**config.mk**
```make
export PLATFORM = sky130hd
export DESIGN_NAME = multi_channel_health_watchdog_core
export DESIGN_NICKNAME = d
export VERILOG_FILES = /design/src/hw/rtl/mchw_pkg.sv /design/src/hw/rtl/mchw_cfg_regs.sv /design/src/hw/rtl/mchw_chan_state.sv /design/src/hw/rtl/mchw_eval.sv /design/src/hw/rtl/multi_channel_health_watchdog_core.sv
export SDC_FILE = /design/constraint.sdc
export NUM_CORES = 1
export LEC_CHECK = 0
export ABC_CLOCK_PERIOD_IN_PS = 6100
export BUFFER_PORTS_ARGS = -buffer_cell sky130_fd_sc_hd__clkbuf_2
export CORE_ASPECT_RATIO = 1.1
export CORE_MARGIN = 8
export CORE_UTILIZATION = 55
export CTS_BUF_LIST = sky130_fd_sc_hd__clkbuf_4 sky130_fd_sc_hd__clkbuf_8
export DETAILED_ROUTE_END_ITERATION = 8
export GPL_TIMING_DRIVEN = 0
export MAX_ROUTING_LAYER = met4
export PLACE_DENSITY = 0.85
export SLEW_MARGIN = 20
export SYNTH_ARGS = -nofsm -noshare
export SYNTH_HDL_FRONTEND = slang
export SYNTH_HIERARCHICAL = 1
export SYNTH_SLANG_ARGS = --single-unit
```
**constraint.sdc**
```tcl
create_clock -name i_clk -period 6.1 [get_ports i_clk]
set_input_delay 0.305 -clock i_clk [delete_from_list [all_inputs] [get_ports i_clk]]
set_output_delay 0.305 -clock i_clk [all_outputs]
set_load 0.02 [all_outputs]
```
**src/hw/rtl/mchw_pkg.sv**
```systemverilog
// mchw_pkg: shared types, codes, reset values and decode helpers for the
// multi-channel health watchdog. No dependencies.
package mchw_pkg;

    // geometry
    localparam int NumCh     = 5;
    localparam int AgeBitsDef = 16;
    localparam int LimitW    = 16;
    localparam int CodeW     = 8;
    localparam int MvW       = 16;
    localparam int ActW      = 3;
    localparam int CfgIdxW   = 3;
    localparam int CfgDataW  = 16;

    // channel slots
    localparam int ChHeart = 0;
    localparam int ChState = 1;
    localparam int ChBatt  = 2;
    localparam int ChOdom  = 3;
    localparam int ChAuto  = 4;

    // item actions
    localparam logic [ActW-1:0] ACT_TICK  = 3'd0;
    localparam logic [ActW-1:0] ACT_HEART = 3'd1;
    localparam logic [ActW-1:0] ACT_STATE = 3'd2;
    localparam logic [ActW-1:0] ACT_BATT  = 3'd3;
    localparam logic [ActW-1:0] ACT_ODOM  = 3'd4;
    localparam logic [ActW-1:0] ACT_AUTO  = 3'd5;
    localparam logic [ActW-1:0] ACT_CHECK = 3'd6;
    localparam logic [ActW-1:0] ACT_NONE  = 3'd7;

    // register indexes
    localparam logic [CfgIdxW-1:0] REG_SIM_MODE   = 3'd0;
    localparam logic [CfgIdxW-1:0] REG_HEART_LIM  = 3'd1;
    localparam logic [CfgIdxW-1:0] REG_STATE_LIM  = 3'd2;
    localparam logic [CfgIdxW-1:0] REG_BATT_LIM   = 3'd3;
    localparam logic [CfgIdxW-1:0] REG_ODOM_LIM   = 3'd4;
    localparam logic [CfgIdxW-1:0] REG_AUTO_LIM   = 3'd5;
    localparam logic [CfgIdxW-1:0] REG_WARN_MV    = 3'd6;
    localparam logic [CfgIdxW-1:0] REG_ERROR_MV   = 3'd7;

    // reset values: 1 s, 2 s, 5 s, 3 s, 3 s at 1 ms ticks; 11.0 V and 10.5 V
    localparam logic [LimitW-1:0] RST_HEART_LIM = 16'd1000;
    localparam logic [LimitW-1:0] RST_STATE_LIM = 16'd2000;
    localparam logic [LimitW-1:0] RST_BATT_LIM  = 16'd5000;
    localparam logic [LimitW-1:0] RST_ODOM_LIM  = 16'd3000;
    localparam logic [LimitW-1:0] RST_AUTO_LIM  = 16'd3000;
    localparam logic [MvW-1:0]    RST_WARN_MV   = 16'd11000;
    localparam logic [MvW-1:0]    RST_ERROR_MV  = 16'd10500;

    typedef logic [2:0] t_level;

    localparam t_level LVL_OK    = 3'd0;
    localparam t_level LVL_WARN  = 3'd1;
    localparam t_level LVL_ERROR = 3'd2;
    localparam t_level LVL_WAIT  = 3'd3;
    localparam t_level LVL_OFF   = 3'd4;

    // lifecycle codes
    localparam logic [CodeW-1:0] LC_ACTIVE_A = 8'd4;
    localparam logic [CodeW-1:0] LC_ACTIVE_B = 8'd5;
    localparam logic [CodeW-1:0] LC_FAULT    = 8'd2;

    typedef struct packed {
        logic              sim_mode;
        logic [LimitW-1:0] heart_lim;
        logic [LimitW-1:0] state_lim;
        logic [LimitW-1:0] batt_lim;
        logic [LimitW-1:0] odom_lim;
        logic [LimitW-1:0] auto_lim;
        logic [MvW-1:0]    warn_mv;
        logic [MvW-1:0]    error_mv;
    } t_cfg;

    typedef struct packed {
        t_level     heart;
        t_level     state;
        t_level     batt;
        logic [1:0] odom;
        logic [1:0] auto_lvl;
        logic       ok;
    } t_result;

    function automatic t_level decode_state(input logic [CodeW-1:0] code);
        t_level lvl;
        unique case (code)
            LC_ACTIVE_A, LC_ACTIVE_B: lvl = LVL_OK;
            LC_FAULT:                 lvl = LVL_ERROR;
            default:                  lvl = LVL_WARN;
        endcase
        return lvl;
    endfunction

    // waiting when never seen, error when past the limit, else ok
    function automatic t_level live_level(input logic seen, input logic timed_out);
        t_level lvl;
        if (!seen) begin
            lvl = LVL_WAIT;
        end else if (timed_out) begin
            lvl = LVL_ERROR;
        end else begin
            lvl = LVL_OK;
        end
        return lvl;
    endfunction

endpackage

```
**src/hw/rtl/mchw_cfg_regs.sv**
```systemverilog
// mchw_cfg_regs: configuration register bank, written through a plain port.
// Depends on mchw_pkg.
module mchw_cfg_regs (
    input  logic                          i_clk,
    input  logic                          i_rst_n,
    input  logic                          i_cfg_wr_en,
    input  logic [mchw_pkg::CfgIdxW-1:0]  i_cfg_index,
    input  logic [mchw_pkg::CfgDataW-1:0] i_cfg_data,
    output mchw_pkg::t_cfg                o_cfg
);

    mchw_pkg::t_cfg r_cfg;

    always_ff @(posedge i_clk) begin
        if (!i_rst_n) begin
            r_cfg.sim_mode  <= 1'b0;
            r_cfg.heart_lim <= mchw_pkg::RST_HEART_LIM;
            r_cfg.state_lim <= mchw_pkg::RST_STATE_LIM;
            r_cfg.batt_lim  <= mchw_pkg::RST_BATT_LIM;
            r_cfg.odom_lim  <= mchw_pkg::RST_ODOM_LIM;
            r_cfg.auto_lim  <= mchw_pkg::RST_AUTO_LIM;
            r_cfg.warn_mv   <= mchw_pkg::RST_WARN_MV;
            r_cfg.error_mv  <= mchw_pkg::RST_ERROR_MV;
        end else if (i_cfg_wr_en) begin
            unique case (i_cfg_index)
                mchw_pkg::REG_SIM_MODE:  r_cfg.sim_mode  <= i_cfg_data[0];
                mchw_pkg::REG_HEART_LIM: r_cfg.heart_lim <= i_cfg_data;
                mchw_pkg::REG_STATE_LIM: r_cfg.state_lim <= i_cfg_data;
                mchw_pkg::REG_BATT_LIM:  r_cfg.batt_lim  <= i_cfg_data;
                mchw_pkg::REG_ODOM_LIM:  r_cfg.odom_lim  <= i_cfg_data;
                mchw_pkg::REG_AUTO_LIM:  r_cfg.auto_lim  <= i_cfg_data;
                mchw_pkg::REG_WARN_MV:   r_cfg.warn_mv   <= i_cfg_data;
                mchw_pkg::REG_ERROR_MV:  r_cfg.error_mv  <= i_cfg_data;
                default:                 r_cfg.sim_mode  <= r_cfg.sim_mode;
            endcase
        end
    end

    assign o_cfg = r_cfg;

endmodule

```
**src/hw/rtl/mchw_chan_state.sv**
```systemverilog
// mchw_chan_state: per-channel age counters, seen flags and last payloads.
// Depends on mchw_pkg.
module mchw_chan_state #(
    parameter int AGE_BITS = mchw_pkg::AgeBitsDef
) (
    input  logic                                       i_clk,
    input  logic                                       i_rst_n,
    input  logic                                       i_en,
    input  logic [mchw_pkg::ActW-1:0]                  i_action,
    input  logic [mchw_pkg::CodeW-1:0]                 i_state_code,
    input  logic [mchw_pkg::MvW-1:0]                   i_voltage_mv,
    input  logic                                       i_sim_mode,
    output logic [mchw_pkg::NumCh-1:0][AGE_BITS-1:0]   o_age,
    output logic [mchw_pkg::NumCh-1:0]                 o_seen,
    output logic [mchw_pkg::CodeW-1:0]                 o_state_code,
    output logic [mchw_pkg::MvW-1:0]                   o_voltage_mv
);

    logic [mchw_pkg::NumCh-1:0][AGE_BITS-1:0] r_age, n_age;
    logic [mchw_pkg::NumCh-1:0]               r_seen, n_seen;
    logic [mchw_pkg::CodeW-1:0]               r_code, n_code;
    logic [mchw_pkg::MvW-1:0]                 r_mv, n_mv;
    logic [mchw_pkg::NumCh-1:0]               arrive;

    always_comb begin
        arrive = '0;
        n_code = r_code;
        n_mv   = r_mv;
        if (i_en) begin
            unique case (i_action)
                mchw_pkg::ACT_HEART: arrive[mchw_pkg::ChHeart] = !i_sim_mode;
                mchw_pkg::ACT_STATE: begin
                    arrive[mchw_pkg::ChState] = !i_sim_mode;
                    if (!i_sim_mode) n_code = i_state_code;
                end
                mchw_pkg::ACT_BATT: begin
                    arrive[mchw_pkg::ChBatt] = !i_sim_mode;
                    if (!i_sim_mode) n_mv = i_voltage_mv;
                end
                mchw_pkg::ACT_ODOM: arrive[mchw_pkg::ChOdom] = 1'b1;
                mchw_pkg::ACT_AUTO: arrive[mchw_pkg::ChAuto] = 1'b1;
                default:            arrive = '0;
            endcase
        end
    end

    always_comb begin
        for (int ch = 0; ch < mchw_pkg::NumCh; ch++) begin
            n_age[ch]  = r_age[ch];
            n_seen[ch] = r_seen[ch] | arrive[ch];
            if (arrive[ch]) begin
                n_age[ch] = '0;
            end else if (i_en && i_action == mchw_pkg::ACT_TICK && r_age[ch] != '1) begin
                n_age[ch] = r_age[ch] + AGE_BITS'(1);
            end
        end
    end

    always_ff @(posedge i_clk) begin
        if (!i_rst_n) begin
            r_age  <= '0;
            r_seen <= '0;
            r_code <= '0;
            r_mv   <= '0;
        end else begin
            r_age  <= n_age;
            r_seen <= n_seen;
            r_code <= n_code;
            r_mv   <= n_mv;
        end
    end

    assign o_age        = r_age;
    assign o_seen       = r_seen;
    assign o_state_code = r_code;
    assign o_voltage_mv = r_mv;

endmodule

```
**src/hw/rtl/mchw_eval.sv**
```systemverilog
// mchw_eval: combinational level and aggregate evaluation for a check.
// Depends on mchw_pkg.
module mchw_eval #(
    parameter int AGE_BITS = mchw_pkg::AgeBitsDef
) (
    input  logic [mchw_pkg::NumCh-1:0][AGE_BITS-1:0] i_age,
    input  logic [mchw_pkg::NumCh-1:0]               i_seen,
    input  logic [mchw_pkg::CodeW-1:0]               i_state_code,
    input  logic [mchw_pkg::MvW-1:0]                 i_voltage_mv,
    input  mchw_pkg::t_cfg                           i_cfg,
    output mchw_pkg::t_result                        o_result
);

    localparam int CmpW = (AGE_BITS > mchw_pkg::LimitW) ? AGE_BITS : mchw_pkg::LimitW;

    logic [mchw_pkg::NumCh-1:0][mchw_pkg::LimitW-1:0] limit;
    logic [mchw_pkg::NumCh-1:0]                       timed_out;
    mchw_pkg::t_level lv_heart, lv_state, lv_batt, lv_odom, lv_auto;
    logic ctrl_ok;

    always_comb begin
        limit[mchw_pkg::ChHeart] = i_cfg.heart_lim;
        limit[mchw_pkg::ChState] = i_cfg.state_lim;
        limit[mchw_pkg::ChBatt]  = i_cfg.batt_lim;
        limit[mchw_pkg::ChOdom]  = i_cfg.odom_lim;
        limit[mchw_pkg::ChAuto]  = i_cfg.auto_lim;
        for (int ch = 0; ch < mchw_pkg::NumCh; ch++) begin
            timed_out[ch] = CmpW'(i_age[ch]) > CmpW'(limit[ch]);
        end
    end

    always_comb begin
        lv_heart = mchw_pkg::live_level(i_seen[mchw_pkg::ChHeart], timed_out[mchw_pkg::ChHeart]);
        lv_state = mchw_pkg::live_level(i_seen[mchw_pkg::ChState], timed_out[mchw_pkg::ChState]);
        lv_batt  = mchw_pkg::live_level(i_seen[mchw_pkg::ChBatt], timed_out[mchw_pkg::ChBatt]);
        lv_odom  = mchw_pkg::live_level(i_seen[mchw_pkg::ChOdom], timed_out[mchw_pkg::ChOdom]);
        lv_auto  = mchw_pkg::live_level(i_seen[mchw_pkg::ChAuto], timed_out[mchw_pkg::ChAuto]);

        if (lv_state == mchw_pkg::LVL_OK) begin
            lv_state = mchw_pkg::decode_state(i_state_code);
        end
        if (lv_batt == mchw_pkg::LVL_OK) begin
            if (i_voltage_mv < i_cfg.error_mv) begin
                lv_batt = mchw_pkg::LVL_ERROR;
            end else if (i_voltage_mv < i_cfg.warn_mv) begin
                lv_batt = mchw_pkg::LVL_WARN;
            end
        end

        ctrl_ok = lv_heart == mchw_pkg::LVL_OK && lv_state == mchw_pkg::LVL_OK
               && lv_batt == mchw_pkg::LVL_OK;

        if (i_cfg.sim_mode) begin
            o_result.heart = mchw_pkg::LVL_OFF;
            o_result.state = mchw_pkg::LVL_OFF;
            o_result.batt  = mchw_pkg::LVL_OFF;
        end else begin
            o_result.heart = lv_heart;
            o_result.state = lv_state;
            o_result.batt  = lv_batt;
        end
        o_result.odom     = lv_odom[1:0];
        o_result.auto_lvl = lv_auto[1:0];
        o_result.ok       = (i_cfg.sim_mode || ctrl_ok)
                         && lv_odom != mchw_pkg::LVL_ERROR
                         && lv_auto != mchw_pkg::LVL_ERROR;
    end

endmodule

```
**src/hw/rtl/multi_channel_health_watchdog_core.sv**
```systemverilog
// multi_channel_health_watchdog_core: top level of the health watchdog.
// Depends on mchw_pkg, mchw_cfg_regs, mchw_chan_state and mchw_eval.
//
// Watches five channels (heartbeat, controller state, battery, odometry,
// autonomy). Each input transfer is one event: a 1 ms tick that ages every
// channel (saturating at 2^AGE_BITS - 1), an arrival that clears one channel's
// age and marks it seen (state and battery arrivals also latch the lifecycle
// code or the millivolt reading), or a check that produces one result transfer
// with a level per channel and an overall ok bit. Every other event produces
// no result. The block takes one transfer per cycle while no check is held
// back: a transfer lands in an input register and is evaluated there against
// the channel state, and a check is loaded into the output register as soon as
// that register is free. Only a check sitting in the input register while the
// output register is full and not being taken holds the input side; ticks and
// arrivals always drain. Sim mode turns off
// heartbeat, state and battery monitoring (their arrivals are ignored, they
// report level 4). Configuration writes apply from the next cycle and are
// meant for when the block is idle.
module multi_channel_health_watchdog_core #(
    parameter int AGE_BITS = mchw_pkg::AgeBitsDef
) (
    input  logic                          i_clk,
    input  logic                          i_rst_n,

    // configuration write port
    input  logic                          i_cfg_wr_en,
    input  logic [mchw_pkg::CfgIdxW-1:0]  i_cfg_index,
    input  logic [mchw_pkg::CfgDataW-1:0] i_cfg_data,

    // event channel
    input  logic                          i_valid,
    output logic                          o_ready,
    input  logic [mchw_pkg::ActW-1:0]     i_action,
    input  logic [mchw_pkg::CodeW-1:0]    i_state_code,
    input  logic [mchw_pkg::MvW-1:0]      i_voltage_mv,

    // result channel
    output logic                          o_valid,
    input  logic                          i_ready,
    output logic [2:0]                    o_heartbeat_level,
    output logic [2:0]                    o_lifecycle_level,
    output logic [2:0]                    o_battery_level,
    output logic [1:0]                    o_odometry_level,
    output logic [1:0]                    o_autonomy_level,
    output logic                          o_system_ok
);

    mchw_pkg::t_cfg    cfg;
    mchw_pkg::t_result eval_res;

    logic [mchw_pkg::NumCh-1:0][AGE_BITS-1:0] age;
    logic [mchw_pkg::NumCh-1:0]               seen;
    logic [mchw_pkg::CodeW-1:0]               last_code;
    logic [mchw_pkg::MvW-1:0]                 last_mv;

    // input register
    logic                         r_in_valid;
    logic [mchw_pkg::ActW-1:0]    r_in_action;
    logic [mchw_pkg::CodeW-1:0]   r_in_code;
    logic [mchw_pkg::MvW-1:0]     r_in_mv;

    // result register
    logic                         r_out_valid;
    mchw_pkg::t_result            r_out;

    logic in_is_check;
    logic out_free;
    logic in_advance;
    logic in_take;
    logic out_load;

    assign in_is_check = r_in_action == mchw_pkg::ACT_CHECK;
    assign out_free    = !r_out_valid || i_ready;
    // a held item moves on unless it is a check with nowhere to go
    assign in_advance  = r_in_valid && (!in_is_check || out_free);
    assign o_ready     = !r_in_valid || in_advance;
    assign in_take     = i_valid && o_ready;
    assign out_load    = in_advance && in_is_check;

    mchw_cfg_regs u_cfg (
        .i_clk       (i_clk),
        .i_rst_n     (i_rst_n),
        .i_cfg_wr_en (i_cfg_wr_en),
        .i_cfg_index (i_cfg_index),
        .i_cfg_data  (i_cfg_data),
        .o_cfg       (cfg)
    );

    mchw_chan_state #(
        .AGE_BITS (AGE_BITS)
    ) u_state (
        .i_clk        (i_clk),
        .i_rst_n      (i_rst_n),
        .i_en         (in_advance),
        .i_action     (r_in_action),
        .i_state_code (r_in_code),
        .i_voltage_mv (r_in_mv),
        .i_sim_mode   (cfg.sim_mode),
        .o_age        (age),
        .o_seen       (seen),
        .o_state_code (last_code),
        .o_voltage_mv (last_mv)
    );

    // a check changes no channel state, so it reads the state as it stands
    mchw_eval #(
        .AGE_BITS (AGE_BITS)
    ) u_eval (
        .i_age        (age),
        .i_seen       (seen),
        .i_state_code (last_code),
        .i_voltage_mv (last_mv),
        .i_cfg        (cfg),
        .o_result     (eval_res)
    );

    // input register control
    always_ff @(posedge i_clk) begin
        if (!i_rst_n) begin
            r_in_valid <= 1'b0;
        end else if (in_take) begin
            r_in_valid <= 1'b1;
        end else if (in_advance) begin
            r_in_valid <= 1'b0;
        end
    end

    // input payload
    always_ff @(posedge i_clk) begin
        if (in_take) begin
            r_in_action <= i_action;
            r_in_code   <= i_state_code;
            r_in_mv     <= i_voltage_mv;
        end
    end

    // result register control
    always_ff @(posedge i_clk) begin
        if (!i_rst_n) begin
            r_out_valid <= 1'b0;
        end else if (out_load) begin
            r_out_valid <= 1'b1;
        end else if (i_ready) begin
            r_out_valid <= 1'b0;
        end
    end

    // result payload
    always_ff @(posedge i_clk) begin
        if (out_load) begin
            r_out <= eval_res;
        end
    end

    assign o_valid           = r_out_valid;
    assign o_heartbeat_level = r_out.heart;
    assign o_lifecycle_level = r_out.state;
    assign o_battery_level   = r_out.batt;
    assign o_odometry_level  = r_out.odom;
    assign o_autonomy_level  = r_out.auto_lvl;
    assign o_system_ok       = r_out.ok;

endmodule

```
==> qor.csv <==
metric,value,unit
Buffers on Ports,66,
Setup CP Type,flop to flop,
initial core utilization,55.77,%
Worst setup SP type,flop,
clk_skew,15.34,ps
core footprint,24400,um2
asr flop ratio synth,0,%
Synth area leader,dfxtp_1,
"CTS clk-pin slew, worst paths",60,ps
synth cell count leaders,"dfxtp_1 (224), nand2_1 (168), inv_1 (129), mux2i_1 (125), ha_1 (115)",
io pins,67,
fillers,1836,
fraction of layout cells with a size suffix above 1,11.75,%
total inserted antenna cells,0,
crit path DAT,3750,ps
post-DR wirelength/cell,18.68,um
Hold Path Depth,3,
Area growth syn-to-layout,14.24,%
initial antenna violation count,0,
slew at the pin closest to its max-slew limit,1138,ps
Pint,2.784,mW
vias in the first global route,11360,
Synth top area share,32.95,%
"FF+latch count, synth",265,
Max Slew Vio Count,0,
"Req. time, crit path",6550,ps
Routed WL,36.15,mm
# nets final,1759,
Cells after Synth,1451,
Flop pwr share,50.0,%
"Net Count, Synth",1617,
Synth warnings,6,
mapped cell area,13610,um2
Tcrit/Tclk final,54.00,%
Leakage,6.773,nW
root buffer cell,clkbuf_8,
CTS sink count,265,
status,"finished, final reports clean",
Post-synth EDFFs,41,
CP max FO,10,
Place WS,2864,ps
FP Rows,60,
final antenna-violating net count,0,
setup TNS,0,ps
slew margin rel.,23.98,%
"Seq/Total Area, Yosys",42.00,%
Initial DRT Pass Iterations,5,
crit path capture type,flop,
maximum operating frequency,303.6,MHz
sequential cell area,5715,um2
post-CTS sizing,0,
vias per std cell,5.834,
drc violations,0,
H-tree Lvls,2,
cell with the most instances after synthesis,dfxtp_1,
Synth cell types,68,
Finish-stage setup viols,0,
final hold slack,37.73,ps
gr ovfl total,0,
net switching power,0.8643,mW
largest net degree at the start of global routing,28,
Die Span X,166.0,um
Reg2Reg Setup Slack,2810,ps
latest clock arrival within the worst-skew pair,560,ps
DIE AREA,30040,um2
Max IR drop VDD,0.1989,mV
DRT iter0 DRCs,816,
Detailed Place HPWL,25.73,mm
gr usage total,23.85,%
ranking of synthesized cells by area,"dfxtp_1 (33%), ha_1 (11%), mux2i_1 (9.2%)",
hold_buf cts,30,
Final WS setup,2806,ps
GP Congestion,0.9108,
Sw Ratio,23.69,%
CTS tree,yes,
logic gate share of total power,6.0,%
area of the multi-input gates,7113,um2
Final min period,3294,ps
maxcap violations,0,
PwrDens,234.7,nW/um2
RSZ-0062 raised after global routing,no,
CTS Buf Count,43,
clock share of power,44.0,%
first-pass GRT wire length,56.61,mm
vias post-DR,11290,
ys flop type,dfxtp_1,
worst min-delay path category,input pin to flop,
Reg2Reg Depth,8,
Final Hold Fails,0,
total power,3.649,mW
height of the die,181.0,um
postcts setup bufs,0,
Clock Tree Buf Depth,3,
syn_area_per_cell,9.378,um2
-- flip-flops by register name, indices dropped and copies added, names as in the netlist --
register	flops
u_state/o_voltage_mv	16
r_in_valid	1
o_valid	1
o_odometry_level	2
u_state/o_seen	5
o_system_ok	1
o_lifecycle_level	3
u_state/o_state_code	8
r_in_code	8
u_cfg/o_cfg	113
u_state/o_age	80
r_in_mv	16
r_in_action	3
o_battery_level	3
o_heartbeat_level	3
o_autonomy_level	2
-- through the flow --
step	utilization (%)	cell area, um2	instances
after detailed placement	58.80	14350	1828
final	63.72	15550	1935
after global routing	63.72	15550	1935
after floorplan	-	13610	1451
after global placement	58.72	14330	1827
after CTS	63.70	15540	1935
-- area by class of cell --
cell class / count / area share, %
Clock buffer: 67 / 5.247
Clock inverter: 10 / 0.5151
Sequential cell: 265 / 36.76
Tap cell: 310 / 2.495
Multi-Input combinational cell: 999 / 45.75
Timing Repair Buffer: 97 / 4.105
Inverter: 129 / 3.115
Buffer: 58 / 2.004
-- path summary, 6_finish.rpt --
kind	start	endpoint
min reg2reg	u_cfg/o_cfg[58]	u_cfg/o_cfg[58]
max reg2reg	r_in_action[2]	u_state/o_age[34]
min	i_cfg_data[9]	u_cfg/o_cfg[9]
max	r_in_action[2]	u_state/o_age[34]
-- logic make-up after synthesis --
family | Yosys count | synth area share (%)
AND/OR/NAND/NOR | 535 | 20.33
flip-flops | 265 | 42.00
buffers and inverters | 187 | 5.848
AO/OA/AOI/OAI | 168 | 8.413
multiplexers | 127 | 9.360
adder cells (fa/ha/maj) | 115 | 10.57
XOR/XNOR | 54 | 3.476
-- placed cells by master, fill, tap and decap left out, drive strengths merged, types with 6 or more instances in the layout --
master	synthesis	layout
and4	6	6
xor2	18	18
nor4	15	15
a21boi	17	17
nand2	168	168
a21o	11	11
nor4b	7	7
o21a	8	8
nor3	26	26
o211ai	8	8
o21ai	24	24
clkinv	0	6
dfxtp	224	224
ha	115	115
nand2b	7	7
xnor2	36	36
edfxtp	41	41
inv	129	129
a211oi	16	16
and3	18	18
dlygate4sd3	0	30
or3	9	9
clkbuf	30	163
mux2i	125	125
nor3b	6	6
nor2	93	93
a21oi	51	51
nand4	44	44
nor2b	70	70
nand3	40	40
buf	28	29
-- critical path, cell delays in order, from the launching register on --
cell and delay, ps:
edfxtp_1 550, nand3b_1 120, o21a_1 220, or4b_1 170
buf_2 300, clkbuf_1 730, clkbuf_1 620, nor2_1 190
a311oi_1 280
-- routing by layer --
layer | wire [um] | track usage, % | part of all wire [%]
met4 | 1987 | 13.86 | 5.5
met3 | 2331 | 4.251 | 6.4
met5 | 0 | - | 0
met1 | 14430 | 26.03 | 40
met2 | 17400 | 40.56 | 48
-- power groups by stage --
| stage | registers [mW] | clock network, mW | logic [mW] |
|---|---|---|---|
| detailed placement | 1.86 | 0 | 0.194 |
| global placement | 1.86 | 0 | 0.187 |
| floorplan | 1.86 | 0 | 0.120 |
| CTS | 1.82 | 1.63 | 0.211 |
| global route | 1.83 | 1.70 | 0.231 |
| finish | 1.82 | 1.61 | 0.217 |
No activity file was read; power rests on OpenSTA's default activity.
